## src/hdl/acu_pkg.sv

```systemverilog
// ----------------------------------------------------------------------------
// acu_pkg
// Shared types, instruction codes and sizing constants of the accumulator ALU
// control unit.
// ----------------------------------------------------------------------------
`default_nettype none

package acu_pkg;

    // default size of the byte data store
    localparam int MEM_DEPTH_DEF = 2048;

    // field widths fixed by the instruction word
    localparam int ACTION_W = 5;
    localparam int BYTE_W   = 8;
    localparam int ADDR_W   = 11;
    localparam int ACC_W    = 32;
    localparam int STATUS_W = 2;

    // conditional-subtract steps for the address wrap; the smallest store
    // (16 entries) leaves a quotient below 2**7
    localparam int MOD_STEPS = 7;

    // decoupling queue between front and back
    localparam int QUEUE_DEPTH = 2;
    localparam int QPTR_W      = $clog2(QUEUE_DEPTH);
    localparam int QCNT_W      = $clog2(QUEUE_DEPTH + 1);

    // instruction codes
    localparam logic [ACTION_W-1:0] CODE_WM   = 5'h01;
    localparam logic [ACTION_W-1:0] CODE_RM   = 5'h02;
    localparam logic [ACTION_W-1:0] CODE_WB   = 5'h06;
    localparam logic [ACTION_W-1:0] CODE_WACC = 5'h09;
    localparam logic [ACTION_W-1:0] CODE_RACC = 5'h0B;
    localparam logic [ACTION_W-1:0] CODE_SHR  = 5'h15;
    localparam logic [ACTION_W-1:0] CODE_SHL  = 5'h16;
    localparam logic [ACTION_W-1:0] CODE_XOR  = 5'h17;
    localparam logic [ACTION_W-1:0] CODE_NOT  = 5'h18;
    localparam logic [ACTION_W-1:0] CODE_OR   = 5'h19;
    localparam logic [ACTION_W-1:0] CODE_AND  = 5'h1A;
    localparam logic [ACTION_W-1:0] CODE_MUL  = 5'h1B;
    localparam logic [ACTION_W-1:0] CODE_BAD  = 5'h1C;
    localparam logic [ACTION_W-1:0] CODE_SUB  = 5'h1D;
    localparam logic [ACTION_W-1:0] CODE_ADD  = 5'h1E;
    localparam logic [ACTION_W-1:0] CODE_EOP  = 5'h1F;

    // result status codes
    localparam logic [STATUS_W-1:0] STAT_DONE    = 2'd0;
    localparam logic [STATUS_W-1:0] STAT_EOP     = 2'd1;
    localparam logic [STATUS_W-1:0] STAT_INVALID = 2'd2;
    localparam logic [STATUS_W-1:0] STAT_IGNORED = 2'd3;

    // decoded operation class
    typedef enum logic [4:0] {
        OP_NOP,
        OP_WM,
        OP_RM,
        OP_WB,
        OP_WACC,
        OP_RACC,
        OP_ADD,
        OP_SUB,
        OP_MUL,
        OP_AND,
        OP_OR,
        OP_NOT,
        OP_XOR,
        OP_SHL,
        OP_SHR,
        OP_INVALID,
        OP_EOP
    } op_e;

    // input word
    typedef struct packed {
        logic [ACTION_W-1:0] action;
        logic                preload_mbr;
        logic [BYTE_W-1:0]   mbr_value;
        logic [ADDR_W-1:0]   address;
    } in_word_t;

    // result word
    typedef struct packed {
        logic signed [ACC_W-1:0] acc_value;
        logic [BYTE_W-1:0]       mbr_out;
        logic                    zero_flag;
        logic                    carry_flag;
        logic                    sign_flag;
        logic                    overflow_flag;
        logic [STATUS_W-1:0]     status;
    } out_word_t;

    // classified command held in the queue; address already wrapped
    typedef struct packed {
        op_e               op;
        logic              preload;
        logic [BYTE_W-1:0] mbr_value;
        logic [ADDR_W-1:0] address;
    } cmd_t;

endpackage

`default_nettype wire

```

## src/hdl/acu_queue.sv

```systemverilog
// ----------------------------------------------------------------------------
// acu_queue
// Short command queue between the front decode and the back execute stage.
// ----------------------------------------------------------------------------
`default_nettype none

module acu_queue (
    input  wire logic        aclk,
    input  wire logic        aresetn,
    input  wire logic        push_valid,
    output logic             push_ready,
    input  acu_pkg::cmd_t    push_data,
    output logic             pop_valid,
    input  wire logic        pop_ready,
    output acu_pkg::cmd_t    pop_data
);

    acu_pkg::cmd_t                 entry_reg [acu_pkg::QUEUE_DEPTH];
    logic [acu_pkg::QPTR_W-1:0]    wr_ptr_reg, wr_ptr_next;
    logic [acu_pkg::QPTR_W-1:0]    rd_ptr_reg, rd_ptr_next;
    logic [acu_pkg::QCNT_W-1:0]    count_reg, count_next;
    logic                          do_push, do_pop;

    assign push_ready = (count_reg != acu_pkg::QCNT_W'(acu_pkg::QUEUE_DEPTH));
    assign pop_valid  = (count_reg != '0);
    assign pop_data   = entry_reg[rd_ptr_reg];
    assign do_push    = push_valid && push_ready;
    assign do_pop     = pop_valid && pop_ready;

    always_comb begin
        wr_ptr_next = do_push ? wr_ptr_reg + 1'b1 : wr_ptr_reg;
        rd_ptr_next = do_pop ? rd_ptr_reg + 1'b1 : rd_ptr_reg;
        count_next  = count_reg;
        if (do_push && !do_pop) begin
            count_next = count_reg + 1'b1;
        end else if (do_pop && !do_push) begin
            count_next = count_reg - 1'b1;
        end
    end

    always_ff @(posedge aclk) begin
        if (!aresetn) begin
            wr_ptr_reg <= '0;
            rd_ptr_reg <= '0;
            count_reg  <= '0;
        end else begin
            wr_ptr_reg <= wr_ptr_next;
            rd_ptr_reg <= rd_ptr_next;
            count_reg  <= count_next;
        end
    end

    always_ff @(posedge aclk) begin
        if (do_push) begin
            entry_reg[wr_ptr_reg] <= push_data;
        end
    end

endmodule

`default_nettype wire

```

## config.mk

```make
export PLATFORM = sky130hd
export DESIGN_NAME = acu_queue
export DESIGN_NICKNAME = d
export VERILOG_FILES = /design/src/hdl/acu_pkg.sv /design/src/hdl/acu_queue.sv
export SDC_FILE = /design/constraint.sdc
export NUM_CORES = 1
export LEC_CHECK = 0
export BUFFER_PORTS_ARGS = -buffer_cell sky130_fd_sc_hd__buf_2
export CAP_MARGIN = 40
export CORE_UTILIZATION = 35
export CTS_CLUSTER_SIZE = 10
export DETAILED_ROUTE_END_ITERATION = 7
export PLACE_DENSITY = 0.58
export SKIP_LAST_GASP = 1
export SLEW_MARGIN = 20
export SYNTH_ARGS = -nofsm -noshare
export SYNTH_HDL_FRONTEND = slang
export SYNTH_SLANG_ARGS = --single-unit
```

## constraint.sdc

```tcl
create_clock -name aclk -period 1.6 [get_ports aclk]
set_input_delay 0.32 -clock aclk [delete_from_list [all_inputs] [get_ports aclk]]
set_output_delay 0.32 -clock aclk [all_outputs]
set_load 0.01 [all_outputs]
```

==> results of run 1 <==
==> per-stage QoR <==
stage               worst slack [ps]  utilization [%]  area, um^2
global placement               101.1            43.73        2437
finish                        -39.49            52.12        2905
global route                  -89.14            52.12        2905
floorplan                      61.11                -        2042
CTS                           -50.16            47.61        2654
detailed placement            -17.30            43.73        2437
==> metal layers <==
metal  wire length, um  vias up  global-route usage (%)
li1                  -      523                       -
met1              1445      562                   12.55
met2              2023       36                   22.37
met3               175        4                   4.302
met4                38        0                   5.185
met5                 0        -                       0
==> repair_timing <==
item,in CTS,in global routing
setup endpoints to repair,26,26
pin swaps,1,1
buffers inserted,0,0
hold buffers,0,0
cloned,1,1
resized for setup,20,46
==> cells by family (layout without fill, tap and decap cells) <==
family	Yosys count	after routing	share of synthesized area, %
mux	25	25	13.80
xor+xnor	3	3	1.288
buf+inv	4	72	0.9193
compound gates	5	5	1.717
flops	55	55	78.48
simple gates	9	9	3.189
fa+ha+maj	1	1	0.6130
==> power by group <==
| part | total [mW] | internal (mW) | switching (mW) |
|---|---|---|---|
| Combinational | 1.62 | 0.986 | 0.631 |
| Clock | 1.03 | 0.625 | 0.402 |
| Sequential | 1.92 | 1.82 | 0.107 |
==> worst max-delay path: stages, from the launching register on <==
cell and delay (ps):
dfxtp_4 420, clkbuf_16 180, mux2_4 310, buf_6 120
==> final cells by class <==
| type | instances | area, um^2 |
|---|---|---|
| fillers | 481 | 2669 |
| repair buffers | 63 | 536.8 |
| clock inverters | 2 | 60.06 |
| clock buffers | 6 | 72.57 |
| inverters | 1 | 3.754 |
| flip-flops and latches | 55 | 1610 |
| multi-input cells | 43 | 531.8 |
| well taps | 72 | 90.09 |
==> cells in the mapped netlist <==
cell,n
o21ai_1,1
o21ai_0,1
nand3b_1,1
a21boi_1,1
or3_1,1
xnor2_1,2
xor2_1,1
ha_1,1
dfxtp_1,5
a21bo_2,1
mux2_2,25
inv_1,1
and3_1,1
or2_2,1
buf_2,3
nand2b_4,1
and2_1,4
edfxtp_1,50
a21boi_0,1
==> how the worst max path moves through the flow <==
stage                       startpoint         endpoint  slack (ps)  depth (start not counted)
after floorplan           count_reg[0]  entry_reg[0][0]          60                          3
after global placement    count_reg[0]     count_reg[1]         100                          5
after detailed placement  count_reg[0]     count_reg[1]         -20                          5
after CTS                     register     pop_data[14]         -50                          3
after global routing          register      pop_data[4]         -90                          3
final                         register      pop_data[4]         -40                          3
==> flow_metrics.env, run 1 <==
export IMPL_n_antenna_cell=0
export IMPL_wl_per_cell_um=15.21
export IMPL_setup_tns_final_ps=-413.5
export IMPL_outcome="finished, violations left"
export IMPL_fmax_mhz=609.9
export IMPL_clock_latency_ps=290
export IMPL_synth_top_cell_area_share_pct=73.57
export IMPL_rsz0062_at_grt="true"
export IMPL_drcViolationCount=0
export IMPL_nNetsFinal=199
export IMPL_fp_row_count=27
export IMPL_cap_viol_max_count=0
export IMPL_cts_tree="yes"
export IMPL_cts_clk_slew_worst_paths_ps=90
export IMPL_power_mw=4.565
export IMPL_r2r_slack_ps=40
export IMPL_fp_dieH_um=78.36
export IMPL_layout_cells_most_common="edfxtp_1"
export IMPL_startpoint_type="register"
export IMPL_place_inst=232
export IMPL_end_kind="output port"
export IMPL_timing_final_crit_share_pct=102.5
export IMPL_core_area_mm2=0.005574
export IMPL_layout_drive_gt1_share_pct=61.18
export IMPL_path_max_fanout=6
export IMPL_largest_register_ffs=50
export IMPL_ys_seq_area_share_pct=78.48
export IMPL_hold_path_class="in2reg"
export IMPL_syn_inst=102
export IMPL_finClkSkew_ps=3.198
export IMPL_worst_pin_slew_ps=341.2
export IMPL_dieArea_mm2=0.006140
export IMPL_finalWorstSetupSlack_ps=-39.49
export IMPL_overflow=0
export IMPL_port_buffers=55
export IMPL_vias=1125
export IMPL_dr_pass1_iters=3
export IMPL_ys_ff_latch=55
export IMPL_grt_first_pass_wirelength_um=5478
export IMPL_cts_max_level=2
export IMPL_area_delta_synth_final_pct=42.37
export IMPL_hold_start="push_data[4]"
export IMPL_p_per_area_mw_per_mm2=1571
export IMPL_grt_usage_pct=12.23
export IMPL_worstHoldPathCells=1
export IMPL_r2r_start="count_reg[0]"
export IMPL_path_class="reg2out"
export IMPL_routed_via_density=4.649
export IMPL_hold_worst_slack_ps=210.9
export IMPL_finalHoldViolations=0
export IMPL_ff2ff_path_depth=6
export IMPL_drtIter0Drc=51
export IMPL_cts_path_max_buffers=2
export IMPL_layout_common_cells="50 x edfxtp_1, 30 x buf_2, 25 x mux2_4, 25 x buf_6, 5 x clkbuf_8"
export IMPL_synth_cell_types=19
export IMPL_power_leakage_nw=1.141
export IMPL_ios=56
export IMPL_cts_buffers_inserted=5
export IMPL_synth_nets=132
export IMPL_antenna_left=0
export IMPL_grt_pass1_vias=1211
export IMPL_dpl_hpwl_um=2485
export IMPL_initial_core_util_pct=36.61
export IMPL_reg2reg_to="count_reg[1]"
export IMPL_finalMaxSlewViolations=0
export IMPL_root_buffer="clkbuf_8"
export IMPL_synthTopCellsByArea="edfxtp_1 74%, mux2_2 14%, dfxtp_1 4.9%"
export IMPL_setup_viol_count_final=23
export IMPL_final_cells=242
export IMPL_slew_limit_headroom_pct=77.10
export IMPL_critPathArrivalTime_ps=1320
export IMPL_globalplace_congestion=0.7362
export IMPL_synth_top_area_cell="edfxtp_1"
export IMPL_worstPathRequired_ps=1280
export IMPL_die_w_um=78.36
export IMPL_grt_max_degree=17
export IMPL_totalWireLength_um=3681
export IMPL_clkSinkCount=55
export IMPL_syn_avg_cell_area_um2=20.01
export IMPL_fin_crit_ps=1639
export IMPL_antenna_found_initial=0
export IMPL_vdd_drop_max_mv=0.7906
export IMPL_min_to="entry_reg[1][4]"
export IMPL_yosysWarnings=0
export IMPL_syn_cell_area_mm2=0.002041
export IMPL_violations="setup timing"
Note: power is estimated with default switching activity, not from simulation.
==> inputs of run 2 (changes only) <==
--- a/config.mk
+++ b/config.mk
@@ -7,10 +7,10 @@
 export LEC_CHECK = 0
 export BUFFER_PORTS_ARGS = -buffer_cell sky130_fd_sc_hd__buf_2
 export CAP_MARGIN = 40
-export CORE_UTILIZATION = 35
+export CORE_UTILIZATION = 55
 export CTS_CLUSTER_SIZE = 10
 export DETAILED_ROUTE_END_ITERATION = 7
-export PLACE_DENSITY = 0.58
+export PLACE_DENSITY = 0.82
 export SKIP_LAST_GASP = 1
 export SLEW_MARGIN = 20
 export SYNTH_ARGS = -nofsm -noshare
==> constraint.sdc (replaced) <==
create_clock -name aclk -period 1.9 [get_ports aclk]
set_input_delay 0.38 -clock aclk [delete_from_list [all_inputs] [get_ports aclk]]
set_output_delay 0.38 -clock aclk [all_outputs]
set_load 0.01 [all_outputs]
==> run 2 against run 1 <==
- the flow now finishes without violations
- wire length decreased by 15%
- core utilization increased by 20 points
- final cell count decreased by 12%
- cell area shrank 14%
- sequential share of layout area grew 9.0 points
- hold slack better by 49 ps
- combinational power fell by 46%
- first-iteration DRC count fell by 7.8%
- worst setup slack better by 150 ps
- die area fell by 36%
- clock power is 43% lower
- sequential cell count stayed put
- critical endpoint is now pop_data[15]
- highest routed layer unchanged
==> flow_metrics.env, run 2 (same netlist as run 1, synthesis figures left out) <==
export IMPL_cts_tree="yes"
export IMPL_fmax_mhz=557.7
export IMPL_path_max_fanout=10
export IMPL_fp_row_count=21
export IMPL_layout_drive_gt1_share_pct=57.14
export IMPL_nNetsFinal=197
export IMPL_cts_buffers_inserted=5
export IMPL_cts_clk_slew_worst_paths_ps=90
export IMPL_finalHoldViolations=0
export IMPL_power_leakage_nw=0.9497
export IMPL_dieArea_mm2=0.003958
export IMPL_layout_cells_most_common="buf_2"
export IMPL_antenna_found_initial=0
export IMPL_fp_dieH_um=62.91
export IMPL_worst_pin_slew_ps=275.6
export IMPL_end_kind="output port"
export IMPL_globalplace_congestion=0.6741
export IMPL_core_area_mm2=0.003442
export IMPL_worstPathRequired_ps=1520
export IMPL_setup_viol_count_final=0
export IMPL_largest_register_ffs=50
export IMPL_layout_common_cells="55 x buf_2, 50 x edfxtp_1, 25 x mux2_2"
export IMPL_timing_final_crit_share_pct=94.38
export IMPL_fin_crit_ps=1793
export IMPL_critPathArrivalTime_ps=1410
export IMPL_port_buffers=55
export IMPL_totalWireLength_um=3129
export IMPL_clkSinkCount=55
export IMPL_drtIter0Drc=47
export IMPL_outcome="complete, no violations"
export IMPL_clock_latency_ps=300
export IMPL_initial_core_util_pct=59.29
export IMPL_cts_path_max_buffers=2
export IMPL_slew_limit_headroom_pct=81.50
export IMPL_overflow=0
export IMPL_die_w_um=62.91
export IMPL_grt_first_pass_wirelength_um=5002
export IMPL_cap_viol_max_count=0
export IMPL_area_delta_synth_final_pct=21.95
export IMPL_path_class="reg2out"
export IMPL_dpl_hpwl_um=2247
export IMPL_grt_pass1_vias=1079
export IMPL_setup_tns_final_ps=0
export IMPL_rsz0062_at_grt="false"
export IMPL_grt_usage_pct=17.78
export IMPL_drcViolationCount=0
export IMPL_vias=1075
export IMPL_finalMaxSlewViolations=0
export IMPL_routed_via_density=5.023
export IMPL_antenna_left=0
export IMPL_cts_max_level=2
export IMPL_dr_pass1_iters=4
export IMPL_hold_path_class="in2reg"
export IMPL_startpoint_type="register"
export IMPL_finClkSkew_ps=3.627
export IMPL_preCtsSetupSlack_ps=311.9
export IMPL_root_buffer="clkbuf_8"
export IMPL_finalWorstSetupSlack_ps=106.8
export IMPL_ios=56
export IMPL_n_antenna_cell=0
export IMPL_fill_cells=236
export IMPL_wl_per_cell_um=14.62
export IMPL_grt_max_degree=17
export IMPL_p_per_area_mw_per_mm2=1228
export IMPL_vdd_drop_max_mv=0.8409
-- run 2: cell types whose count changed in the layout (fill, tap and decap cells not counted), moves of 25 or more --
cell,delta
mux2_2,+25
buf_6,-25
mux2_4,-25
buf_2,+25
-- run 2: path summary, 6_finish.rpt --
kind | start | end | slack, ps | depth (start not counted)
worst max-delay path | register | pop_data[15] | 110 | 3
worst min-delay path | push_data[18] | entry_reg[0][18] | 260 | 1
worst max register to register | count_reg[0] | count_reg[1] | 300 | 5
worst min register to register | wr_ptr_reg | wr_ptr_reg | 600 | 2
-- run 2: area by class of cell --
class	instances	area [um^2]	share of cell area (%)
sequential	55	1603	64.40
multi-input combinational	43	420.4	16.89
timing repair buffer	61	320.3	12.87
clock buffer	5	68.82	2.765
tap	46	57.56	2.313
clock inverter	3	15.01	0.6033
inverter	1	3.754	0.1508
-- run 2: critical path, cell delays in order, from the launching register on --
cell and delay [ps]:
dfxtp_2 390, buf_4 210, mux2_2 360, buf_2 140
-- run 2: what timing repair did --
action                                  CTS  global route
resized for setup                         0             1
endpoints found under the setup margin    0            21
hold buffers                              0             0
buffers inserted                          0             0
-- run 2: routing by layer --
layer / global-route usage, % / wire [um] / up-vias
met5: 0 / 0 / -
met3: 6.752 / 172 / 5
met2: 29.97 / 1644 / 33
met4: 7.849 / 54 / 0
li1: - / - / 518
met1: 19.90 / 1257 / 519
-- run 2: through the flow --
| step | area (um^2) | cells | total power [mW] | util (%) | hold slack [ps] |
|---|---|---|---|---|---|
| after global routing | 2489 | 214 | 3.204 | 72.30 | 247.7 |
| after global placement | 2404 | 206 | 2.455 | 69.83 | 525.6 |
| after floorplan | 2041 | 102 | 2.170 | - | 478.9 |
| after CTS | 2487 | 214 | 3.078 | 72.26 | 253.0 |
| after detailed placement | 2404 | 206 | 2.501 | 69.83 | 571.1 |
| final | 2489 | 214 | 3.056 | 72.30 | 259.7 |
-- run 2: where the power goes --
part | switching (mW) | leakage, nW | total, mW | internal [mW]
clock network | 0.337 | 0.0392 | 0.587 | 0.250
logic | 0.426 | 0.402 | 0.877 | 0.451
registers | 0.0749 | 0.509 | 1.59 | 1.52
total | 0.838 | 0.950 | 3.06 | 2.22
