`config.mk`:
```
export PLATFORM = sky130hd
export DESIGN_NAME = acu_front
export DESIGN_NICKNAME = d
export VERILOG_FILES = /design/src/hdl/acu_pkg.sv /design/src/hdl/acu_front.sv
export SDC_FILE = /design/constraint.sdc
export NUM_CORES = 1
export LEC_CHECK = 0
export BUFFER_PORTS_ARGS = -buffer_cell sky130_fd_sc_hd__buf_2
export CAP_MARGIN = 5
export CELL_PAD_IN_SITES_DETAIL_PLACEMENT = 1
export CELL_PAD_IN_SITES_GLOBAL_PLACEMENT = 2
export CORE_MARGIN = 4
export CORE_UTILIZATION = 12
export DETAILED_ROUTE_END_ITERATION = 8
export PLACE_DENSITY = 0.95
export SETUP_SLACK_MARGIN = 0.15
export SYNTH_ARGS = -nofsm -noshare
export SYNTH_HDL_FRONTEND = slang
export SYNTH_SLANG_ARGS = --single-unit
```
`constraint.sdc`:
```
create_clock -name vclk -period 2
set_clock_uncertainty 0.2 [all_clocks]
set_input_delay 0 -clock vclk [all_inputs]
set_output_delay 0 -clock vclk [all_outputs]
set_load 0.01 [all_outputs]
```
`src/hdl/acu_pkg.sv`:
```
// ----------------------------------------------------------------------------
// acu_pkg
// Shared types, instruction codes and sizing constants of the accumulator ALU
// control unit.
// ----------------------------------------------------------------------------
`default_nettype none

package acu_pkg;

    // default size of the byte data store
    localparam int MEM_DEPTH_DEF = 2048;

    // field widths fixed by the instruction word
    localparam int ACTION_W = 5;
    localparam int BYTE_W   = 8;
    localparam int ADDR_W   = 11;
    localparam int ACC_W    = 32;
    localparam int STATUS_W = 2;

    // conditional-subtract steps for the address wrap; the smallest store
    // (16 entries) leaves a quotient below 2**7
    localparam int MOD_STEPS = 7;

    // decoupling queue between front and back
    localparam int QUEUE_DEPTH = 2;
    localparam int QPTR_W      = $clog2(QUEUE_DEPTH);
    localparam int QCNT_W      = $clog2(QUEUE_DEPTH + 1);

    // instruction codes
    localparam logic [ACTION_W-1:0] CODE_WM   = 5'h01;
    localparam logic [ACTION_W-1:0] CODE_RM   = 5'h02;
    localparam logic [ACTION_W-1:0] CODE_WB   = 5'h06;
    localparam logic [ACTION_W-1:0] CODE_WACC = 5'h09;
    localparam logic [ACTION_W-1:0] CODE_RACC = 5'h0B;
    localparam logic [ACTION_W-1:0] CODE_SHR  = 5'h15;
    localparam logic [ACTION_W-1:0] CODE_SHL  = 5'h16;
    localparam logic [ACTION_W-1:0] CODE_XOR  = 5'h17;
    localparam logic [ACTION_W-1:0] CODE_NOT  = 5'h18;
    localparam logic [ACTION_W-1:0] CODE_OR   = 5'h19;
    localparam logic [ACTION_W-1:0] CODE_AND  = 5'h1A;
    localparam logic [ACTION_W-1:0] CODE_MUL  = 5'h1B;
    localparam logic [ACTION_W-1:0] CODE_BAD  = 5'h1C;
    localparam logic [ACTION_W-1:0] CODE_SUB  = 5'h1D;
    localparam logic [ACTION_W-1:0] CODE_ADD  = 5'h1E;
    localparam logic [ACTION_W-1:0] CODE_EOP  = 5'h1F;

    // result status codes
    localparam logic [STATUS_W-1:0] STAT_DONE    = 2'd0;
    localparam logic [STATUS_W-1:0] STAT_EOP     = 2'd1;
    localparam logic [STATUS_W-1:0] STAT_INVALID = 2'd2;
    localparam logic [STATUS_W-1:0] STAT_IGNORED = 2'd3;

    // decoded operation class
    typedef enum logic [4:0] {
        OP_NOP,
        OP_WM,
        OP_RM,
        OP_WB,
        OP_WACC,
        OP_RACC,
        OP_ADD,
        OP_SUB,
        OP_MUL,
        OP_AND,
        OP_OR,
        OP_NOT,
        OP_XOR,
        OP_SHL,
        OP_SHR,
        OP_INVALID,
        OP_EOP
    } op_e;

    // input word
    typedef struct packed {
        logic [ACTION_W-1:0] action;
        logic                preload_mbr;
        logic [BYTE_W-1:0]   mbr_value;
        logic [ADDR_W-1:0]   address;
    } in_word_t;

    // result word
    typedef struct packed {
        logic signed [ACC_W-1:0] acc_value;
        logic [BYTE_W-1:0]       mbr_out;
        logic                    zero_flag;
        logic                    carry_flag;
        logic                    sign_flag;
        logic                    overflow_flag;
        logic [STATUS_W-1:0]     status;
    } out_word_t;

    // classified command held in the queue; address already wrapped
    typedef struct packed {
        op_e               op;
        logic              preload;
        logic [BYTE_W-1:0] mbr_value;
        logic [ADDR_W-1:0] address;
    } cmd_t;

endpackage

`default_nettype wire

```
`src/hdl/acu_front.sv`:
```
// ----------------------------------------------------------------------------
// acu_front
// Decodes the instruction code into an operation class and wraps the address
// into the data store range.
// ----------------------------------------------------------------------------
`default_nettype none

module acu_front #(
    parameter int MEM_DEPTH = acu_pkg::MEM_DEPTH_DEF
) (
    input  acu_pkg::in_word_t in_word,
    output acu_pkg::cmd_t     cmd
);

    acu_pkg::op_e                   op;
    logic [acu_pkg::ADDR_W-1:0]     addr_wrapped;

    always_comb begin
        case (in_word.action)
            acu_pkg::CODE_WM:   op = acu_pkg::OP_WM;
            acu_pkg::CODE_RM:   op = acu_pkg::OP_RM;
            acu_pkg::CODE_WB:   op = acu_pkg::OP_WB;
            acu_pkg::CODE_WACC: op = acu_pkg::OP_WACC;
            acu_pkg::CODE_RACC: op = acu_pkg::OP_RACC;
            acu_pkg::CODE_SHR:  op = acu_pkg::OP_SHR;
            acu_pkg::CODE_SHL:  op = acu_pkg::OP_SHL;
            acu_pkg::CODE_XOR:  op = acu_pkg::OP_XOR;
            acu_pkg::CODE_NOT:  op = acu_pkg::OP_NOT;
            acu_pkg::CODE_OR:   op = acu_pkg::OP_OR;
            acu_pkg::CODE_AND:  op = acu_pkg::OP_AND;
            acu_pkg::CODE_MUL:  op = acu_pkg::OP_MUL;
            acu_pkg::CODE_BAD:  op = acu_pkg::OP_INVALID;
            acu_pkg::CODE_SUB:  op = acu_pkg::OP_SUB;
            acu_pkg::CODE_ADD:  op = acu_pkg::OP_ADD;
            acu_pkg::CODE_EOP:  op = acu_pkg::OP_EOP;
            default:            op = acu_pkg::OP_NOP;
        endcase
    end

    // address modulo store depth by restoring conditional subtraction
    always_comb begin
        logic [31:0] rem;
        logic [31:0] dv;
        rem = 32'(in_word.address);
        dv  = '0;
        for (int k = acu_pkg::MOD_STEPS - 1; k >= 0; k--) begin
            dv = 32'(MEM_DEPTH) << k;
            if (rem >= dv) begin
                rem = rem - dv;
            end
        end
        addr_wrapped = rem[acu_pkg::ADDR_W-1:0];
    end

    assign cmd.op        = op;
    assign cmd.preload   = in_word.preload_mbr;
    assign cmd.mbr_value = in_word.mbr_value;
    assign cmd.address   = addr_wrapped;

endmodule

`default_nettype wire

```
==> results.rst, run 1 <==
.. list-table::
   :header-rows: 1

   * - Metric
     - Value
   * - Register area share after synthesis
     - 0
   * - Post-synthesis instance total
     - 45
   * - Horiz. Die Dim
     - between 50 and 60 um
   * - Final Max Slew Viols
     - 0
   * - Post-CTS Setup Repair Bufs
     - 0
   * - Worst-case setup slack after placement
     - between 0.8 and 0.9 ns
   * - Floorplan Core Area
     - around 0.0023 mm2
   * - Max-Cap Viols
     - 0
   * - Relative slew margins
     - 0.857
   * - Final HPWL DP
     - 516 um
   * - Post-Place Cell Area
     - 216 um2
   * - Via total after detailed routing
     - about 300
   * - Net count of the mapped netlist
     - 70
   * - Global-route congestion overflow total
     - 0
   * - Post-route ant nets
     - 0
   * - GRT Overall Usage
     - 0.0432
   * - Vias per cell
     - 3.79
   * - Crit path required time
     - ~1.8 ns
   * - Peak clock frequency supported by timing
     - between 800 and 900 MHz
   * - Areal power density over the cells
     - around 210 mW/mm2
   * - Path type of the worst min-delay path
     - in -> out
   * - Data arrival time at the worst-slack endpoint
     - 0.93 ns
   * - Fin. Hold Viols
     - 0
   * - Finished Layout Cells
     - 80
   * - 1st-iter DRT viols
     - 5
   * - Placed Instances
     - 60
   * - Layout cells sized above 1
     - 0.212
   * - Global-route wire length before repair
     - ~1.2 mm
   * - Worst-margin pin slew
     - approximately 0.21 ns
   * - CP Launch Type
     - input pin
   * - Synth area leader
     - sky130_fd_sc_hd__buf_4
   * - Final setup violation count
     - 0
   * - Top library cells by usage in the layout, fill and taps aside
     - 20 x sky130_fd_sc_hd__dlygate4sd3_1, 10 x sky130_fd_sc_hd__buf_2, 3 x sky130_fd_sc_hd__nor2_1, 3 x sky130_fd_sc_hd__nand2_1, 2 x sky130_fd_sc_hd__nand3_1
   * - Cell types occupying the most area after synthesis
     - sky130_fd_sc_hd__buf_4 50%, sky130_fd_sc_hd__buf_6 3.7%, sky130_fd_sc_hd__nand2_1 3.7%
   * - 1st-pass router iterations
     - 3
   * - Num rows
     - 17
   * - Final hold slack
     - approximately 0.18 ns
   * - Average wire per standard cell
     - 11.3 um
   * - Top Ports
     - 50
   * - Post-synthesis instance area
     - roughly 300 um2
   * - Number of buffers inserted by hold repair at cts
     - 20
   * - Vias in the first global route
     - ~280
   * - Number of antenna repair diodes
     - 0
   * - Number of antenna violations at the first check in global routing
     - 0
   * - Leak pwr
     - between 0.15 and 0.2 nW
   * - Maximum resistive drop on vdd
     - around 0.000063 V
   * - DRC viols
     - 0
   * - Result of the run
     - finished, final reports clean
   * - Mean instance size in the synthesized netlist
     - 6.70 um2
   * - Syn. warnings
     - 0
   * - Net total in the final layout
     - 79
   * - Area overhead of the layout relative to synthesis
     - 38.2%
   * - Routed Wire Length
     - approximately 900 um
   * - Maximum number of pins on one net before global-route repair
     - 10
   * - Smallest setup slack after layout
     - approximately 0.87 ns
   * - Total power consumption of the routed design
     - roughly 0.089 mW
   * - Netlist cell types
     - 21
   * - Count of buffers inserted at the top-level ports
     - 10
   * - Crit Path Max Fanout
     - 9
   * - Synth top area share
     - 0.498
   * - Number of sequential cells in the layout
     - 0
   * - Final Critical Period
     - 1.13 ns
   * - Finished layout cell area
     - 417 um2
   * - Flip-flop and latch area
     - 0 um2
   * - Setup CP Type
     - in -> out
   * - Leading cell type in the layout, fill and taps excluded
     - sky130_fd_sc_hd__dlygate4sd3_1
   * - Die height
     - ~58 um
   * - Post-cts resize count
     - 0
   * - Starting Density
     - 0.131
   * - Placer's final routability congestion estimate
     - 0.607
   * - Clock buffer count
     - 0
   * - Post-layout utilization of the core
     - 0.181
   * - Die Area
     - about 0.0034 mm2
   * - Accumulated negative setup slack
     - 0 ns
   * - RSZ-0062 raised after global routing
     - false
   * - Category of the worst setup path capture point
     - primary output
   * - Fin crit share
     - 0.563
-- cells by family after synthesis --
kind of cell,after synthesis,share of synthesized area
buffers and inverters,24,0.577
AND/OR/NAND/NOR,12,0.195
AO/OA/AOI/OAI,7,0.170
XOR/XNOR,2,0.0581
-- cells in the mapped netlist (all sizes together) --
| cell | n |
|---|---|
| xor2 | 1 |
| o31ai | 1 |
| or3 | 1 |
| nand3 | 2 |
| o31a | 1 |
| nor2 | 3 |
| and3 | 1 |
| o21ai | 1 |
| o221ai | 1 |
| nand4 | 1 |
| clkbuf | 1 |
| nand2b | 1 |
| a21oi | 1 |
| o32ai | 1 |
| xnor2 | 1 |
| inv | 1 |
| nand2 | 3 |
| o21a | 1 |
| buf | 22 |
-- final timing paths --
| kind | startpoint | cells past startpoint | slack (ns) | end |
|---|---|---|---|---|
| max | in_word[20] | 5 | 0.87 | cmd[22] |
| min | in_word[24] | 3 | 0.18 | cmd[22] |
-- power by group --
part | total (mW) | internal, mW | switching [mW]
clock network | 0 | 0 | 0
logic | 0.0894 | 0.0456 | 0.0437
registers | 0 | 0 | 0
total | 0.0894 | 0.0456 | 0.0437
-- routing by layer --
layer  track usage  up-vias  share of wire  wire (um)
met5             0        -              0          0
met4             0        0              0          0
met3       0.00668        0           0.17        152
met2        0.0694       35           0.42        377
met1        0.0642      124           0.41        370
li1              -      144              -          -
-- critical path: stages --
cell	delay (ns)
sky130_fd_sc_hd__buf_2	0.15
sky130_fd_sc_hd__or3_2	0.47
sky130_fd_sc_hd__nand4_1	0.10
sky130_fd_sc_hd__o31ai_1	0.07
sky130_fd_sc_hd__buf_2	0.14
-- area by class of cell --
type	count	area, um2
multi-input cells	21	128
well taps	28	35.0
repair buffers	30	250
fillers	275	1880
inverters	1	3.75
(Power assumes the default switching activity.)
==> inputs of run 2 (changes only) <==
--- a/config.mk
+++ b/config.mk
@@ -10,9 +10,9 @@
 export CELL_PAD_IN_SITES_DETAIL_PLACEMENT = 1
 export CELL_PAD_IN_SITES_GLOBAL_PLACEMENT = 2
 export CORE_MARGIN = 4
-export CORE_UTILIZATION = 12
+export CORE_UTILIZATION = 10
 export DETAILED_ROUTE_END_ITERATION = 8
-export PLACE_DENSITY = 0.95
+export PLACE_DENSITY = 0.9
 export SETUP_SLACK_MARGIN = 0.15
 export SYNTH_ARGS = -nofsm -noshare
 export SYNTH_HDL_FRONTEND = slang
==> constraint.sdc (replaced) <==
create_clock -name vclk -period 1
set_clock_uncertainty 0.2 [all_clocks]
set_input_delay 0 -clock vclk [all_inputs]
set_output_delay 0 -clock vclk [all_outputs]
set_load 0.01 [all_outputs]
==> run 2 against run 1 <==
Net effect: non-clock buffer count up 4; worst setup slack worse by 0.87 ns; critical path type unchanged; combinational power increased to 2.6 times the previous value.
==> results.rst, run 2 (synthesized netlist as in run 1, its figures left out) <==
.. list-table::
   :header-rows: 1

   * - Metric
     - Value
   * - Result of the run
     - finished, final reports clean
   * - CP Launch Type
     - input pin
   * - GRT Overall Usage
     - 0.0443 (+0.00106)
   * - Fin. Hold Viols
     - 0 (unchanged)
   * - Sequential cell fraction of total power
     - 0 (unchanged)
   * - Post-route ant nets
     - 0 (unchanged)
   * - Placed Instances
     - 66 (+10%)
   * - Num rows
     - 19 (+2)
   * - Fin crit share
     - 0.992
   * - Die height
     - 62.9 um (+8.2%)
   * - Switching power total
     - 0.101 mW (+130%)
   * - Final Critical Period
     - 0.992 ns
   * - Number of antenna violations at the first check in global routing
     - 0 (unchanged)
   * - Finished layout cell area
     - 533 um2 (+28%)
   * - Cell-internal power
     - 0.130 mW (+190%)
   * - Worst-margin pin slew
     - 0.220 ns (+0.00573 ns)
   * - Crit path required time
     - 0.80 ns (-1.00 ns)
   * - Sw Ratio
     - 0.437 (-0.0521)
   * - Relative slew margins
     - 0.852 (-0.00492)
   * - Maximum number of pins on one net before global-route repair
     - 9 (-1)
   * - Number of sequential cells in the layout
     - 0 (unchanged)
   * - Area overhead of the layout relative to synthesis
     - 76.8%
   * - Crit Path Max Fanout
     - 3 (-6)
   * - Vias in the first global route
     - 343 (+25%)
   * - Logic pwr share
     - 1.000 (about the same)
   * - Peak clock frequency supported by timing
     - a little over 1000 MHz
   * - Smallest setup slack after layout
     - 0.00811 ns (-0.866 ns)
   * - Flip-flop and latch area
     - 0 um2 (unchanged)
   * - Final Max Slew Viols
     - 0 (unchanged)
   * - RSZ-0062 raised after global routing
     - true
   * - Count of buffers inserted at the top-level ports
     - 10 (unchanged)
   * - Vias per cell
     - 3.69 (-2.6%)
   * - Max-Cap Viols
     - 0 (unchanged)
   * - Setup CP Type
     - in -> out
   * - 1st-iter DRT viols
     - 4 (-1)
   * - Leading cell type in the layout, fill and taps excluded
     - sky130_fd_sc_hd__dlygate4sd3_1
   * - Final setup violation count
     - 0 (unchanged)
   * - Floorplan Core Area
     - 0.00283 mm2 (+23%)
   * - Global-route congestion overflow total
     - 0 (unchanged)
   * - Net total in the final layout
     - 83 (+5.1%)
   * - Starting Density
     - 0.107 (-0.0247)
   * - 1st-pass router iterations
     - 2 (-1)
   * - Top Ports
     - 50 (unchanged)
   * - Routed Wire Length
     - 1.05 mm (+16%)
   * - Maximum resistive drop on vdd
     - 0.000125 V (+99%)
   * - Leak pwr
     - 0.224 nW (+28%)
   * - DRC viols
     - 0 (unchanged)
   * - Layout cells sized above 1
     - 0.375 (+0.163)
   * - Cell count of the worst hold path
     - 3 (unchanged)
   * - Final hold slack
     - 0.130 ns (-0.0471 ns)
   * - Terminating pin of the worst hold path
     - cmd[22]
   * - Placer's final routability congestion estimate
     - 0.698 (+15%)
   * - Accumulated negative setup slack
     - 0 ns (unchanged)
   * - Via total after detailed routing
     - 321 (+5.9%)
   * - Worst-case setup slack after placement
     - -0.00861 ns (-0.881 ns)
   * - Data arrival time at the worst-slack endpoint
     - 0.79 ns (-0.14 ns)
   * - Hold wc startpoint
     - in_word[24]
   * - Number of antenna repair diodes
     - 0 (unchanged)
   * - Horiz. Die Dim
     - 62.9 um (+8.2%)
   * - Average wire per standard cell
     - 12.0 um (+6.9%)
   * - Finished Layout Cells
     - 87 (+8.8%)
   * - Die Area
     - 0.00396 mm2 (+17%)
   * - Top library cells by usage in the layout, fill and taps aside
     - 20 x sky130_fd_sc_hd__dlygate4sd3_1, 5 x sky130_fd_sc_hd__buf_2
   * - Post-Place Cell Area
     - 251 um2 (+16%)
   * - Areal power density over the cells
     - 434 mW/mm2 (+100%)
   * - Global-route wire length before repair
     - 1.54 mm (+25%)
   * - Clock network fraction of design power
     - 0 (unchanged)
   * - Path type of the worst min-delay path
     - in -> out
   * - Category of the worst setup path capture point
     - primary output
   * - Clock buffer count
     - 0 (unchanged)
## run 2: layout make-up
class	instances	area, um2
fillers	329	2300
repair buffers	34	327
multi-input cells	21	164
well taps	31	38.8
inverters	1	3.75
## run 2: routing by layer
metal	vias up	global-route usage	part of all wire	wire length (um)
li1	155	-	-	-
met1	141	0.0652	0.43	451
met2	25	0.0711	0.47	493
met3	0	0.00719	0.097	101
met4	0	0	0	0
met5	-	0	0	0
## run 2: critical path, stage by stage
cell and delay, ns:
sky130_fd_sc_hd__buf_8 0.10, sky130_fd_sc_hd__or3_4 0.37, sky130_fd_sc_hd__nand4_1 0.11, sky130_fd_sc_hd__o31ai_2 0.07, sky130_fd_sc_hd__buf_2 0.14
## run 2: repair_timing
item / CTS / global route
hold buffers: 20 / 0
endpoints found under the setup margin: 4 / 5
pin swaps: 2 / 3
buffers inserted: 1 / 0
gates resized for setup: 10 / 8
endpoints found under the hold margin: 20 / 0
## run 2: how the worst max path moves through the flow
stage	startpoint	endpoint	slack (ns)	depth (start not counted)
2_1_floorplan	in_word[20]	cmd[22]	0.14	4
6_report	in_word[20]	cmd[22]	0.008	5
5_1_grt	in_word[20]	cmd[22]	-0.05	5
4_1_cts	in_word[21]	cmd[22]	0.004	5
3_3_place_gp	in_word[20]	cmd[22]	-0.007	5
3_5_place_dp	in_word[20]	cmd[22]	-0.009	5
## run 2: power by group through the flow
stage | Sequential, mW | Clock [mW] | Combinational (mW)
after floorplan | 0 | 0 | 0.148
after global routing | 0 | 0 | 0.247
final | 0 | 0 | 0.231
after detailed placement | 0 | 0 | 0.103
after CTS | 0 | 0 | 0.215
after global placement | 0 | 0 | 0.0993
## run 2: metrics by stage
step	util	power [mW]
finish	0.188	0.231
CTS	0.176	0.215
floorplan	-	0.148
detailed placement	0.0889	0.103
global route	0.188	0.247
global placement	0.0889	0.0993
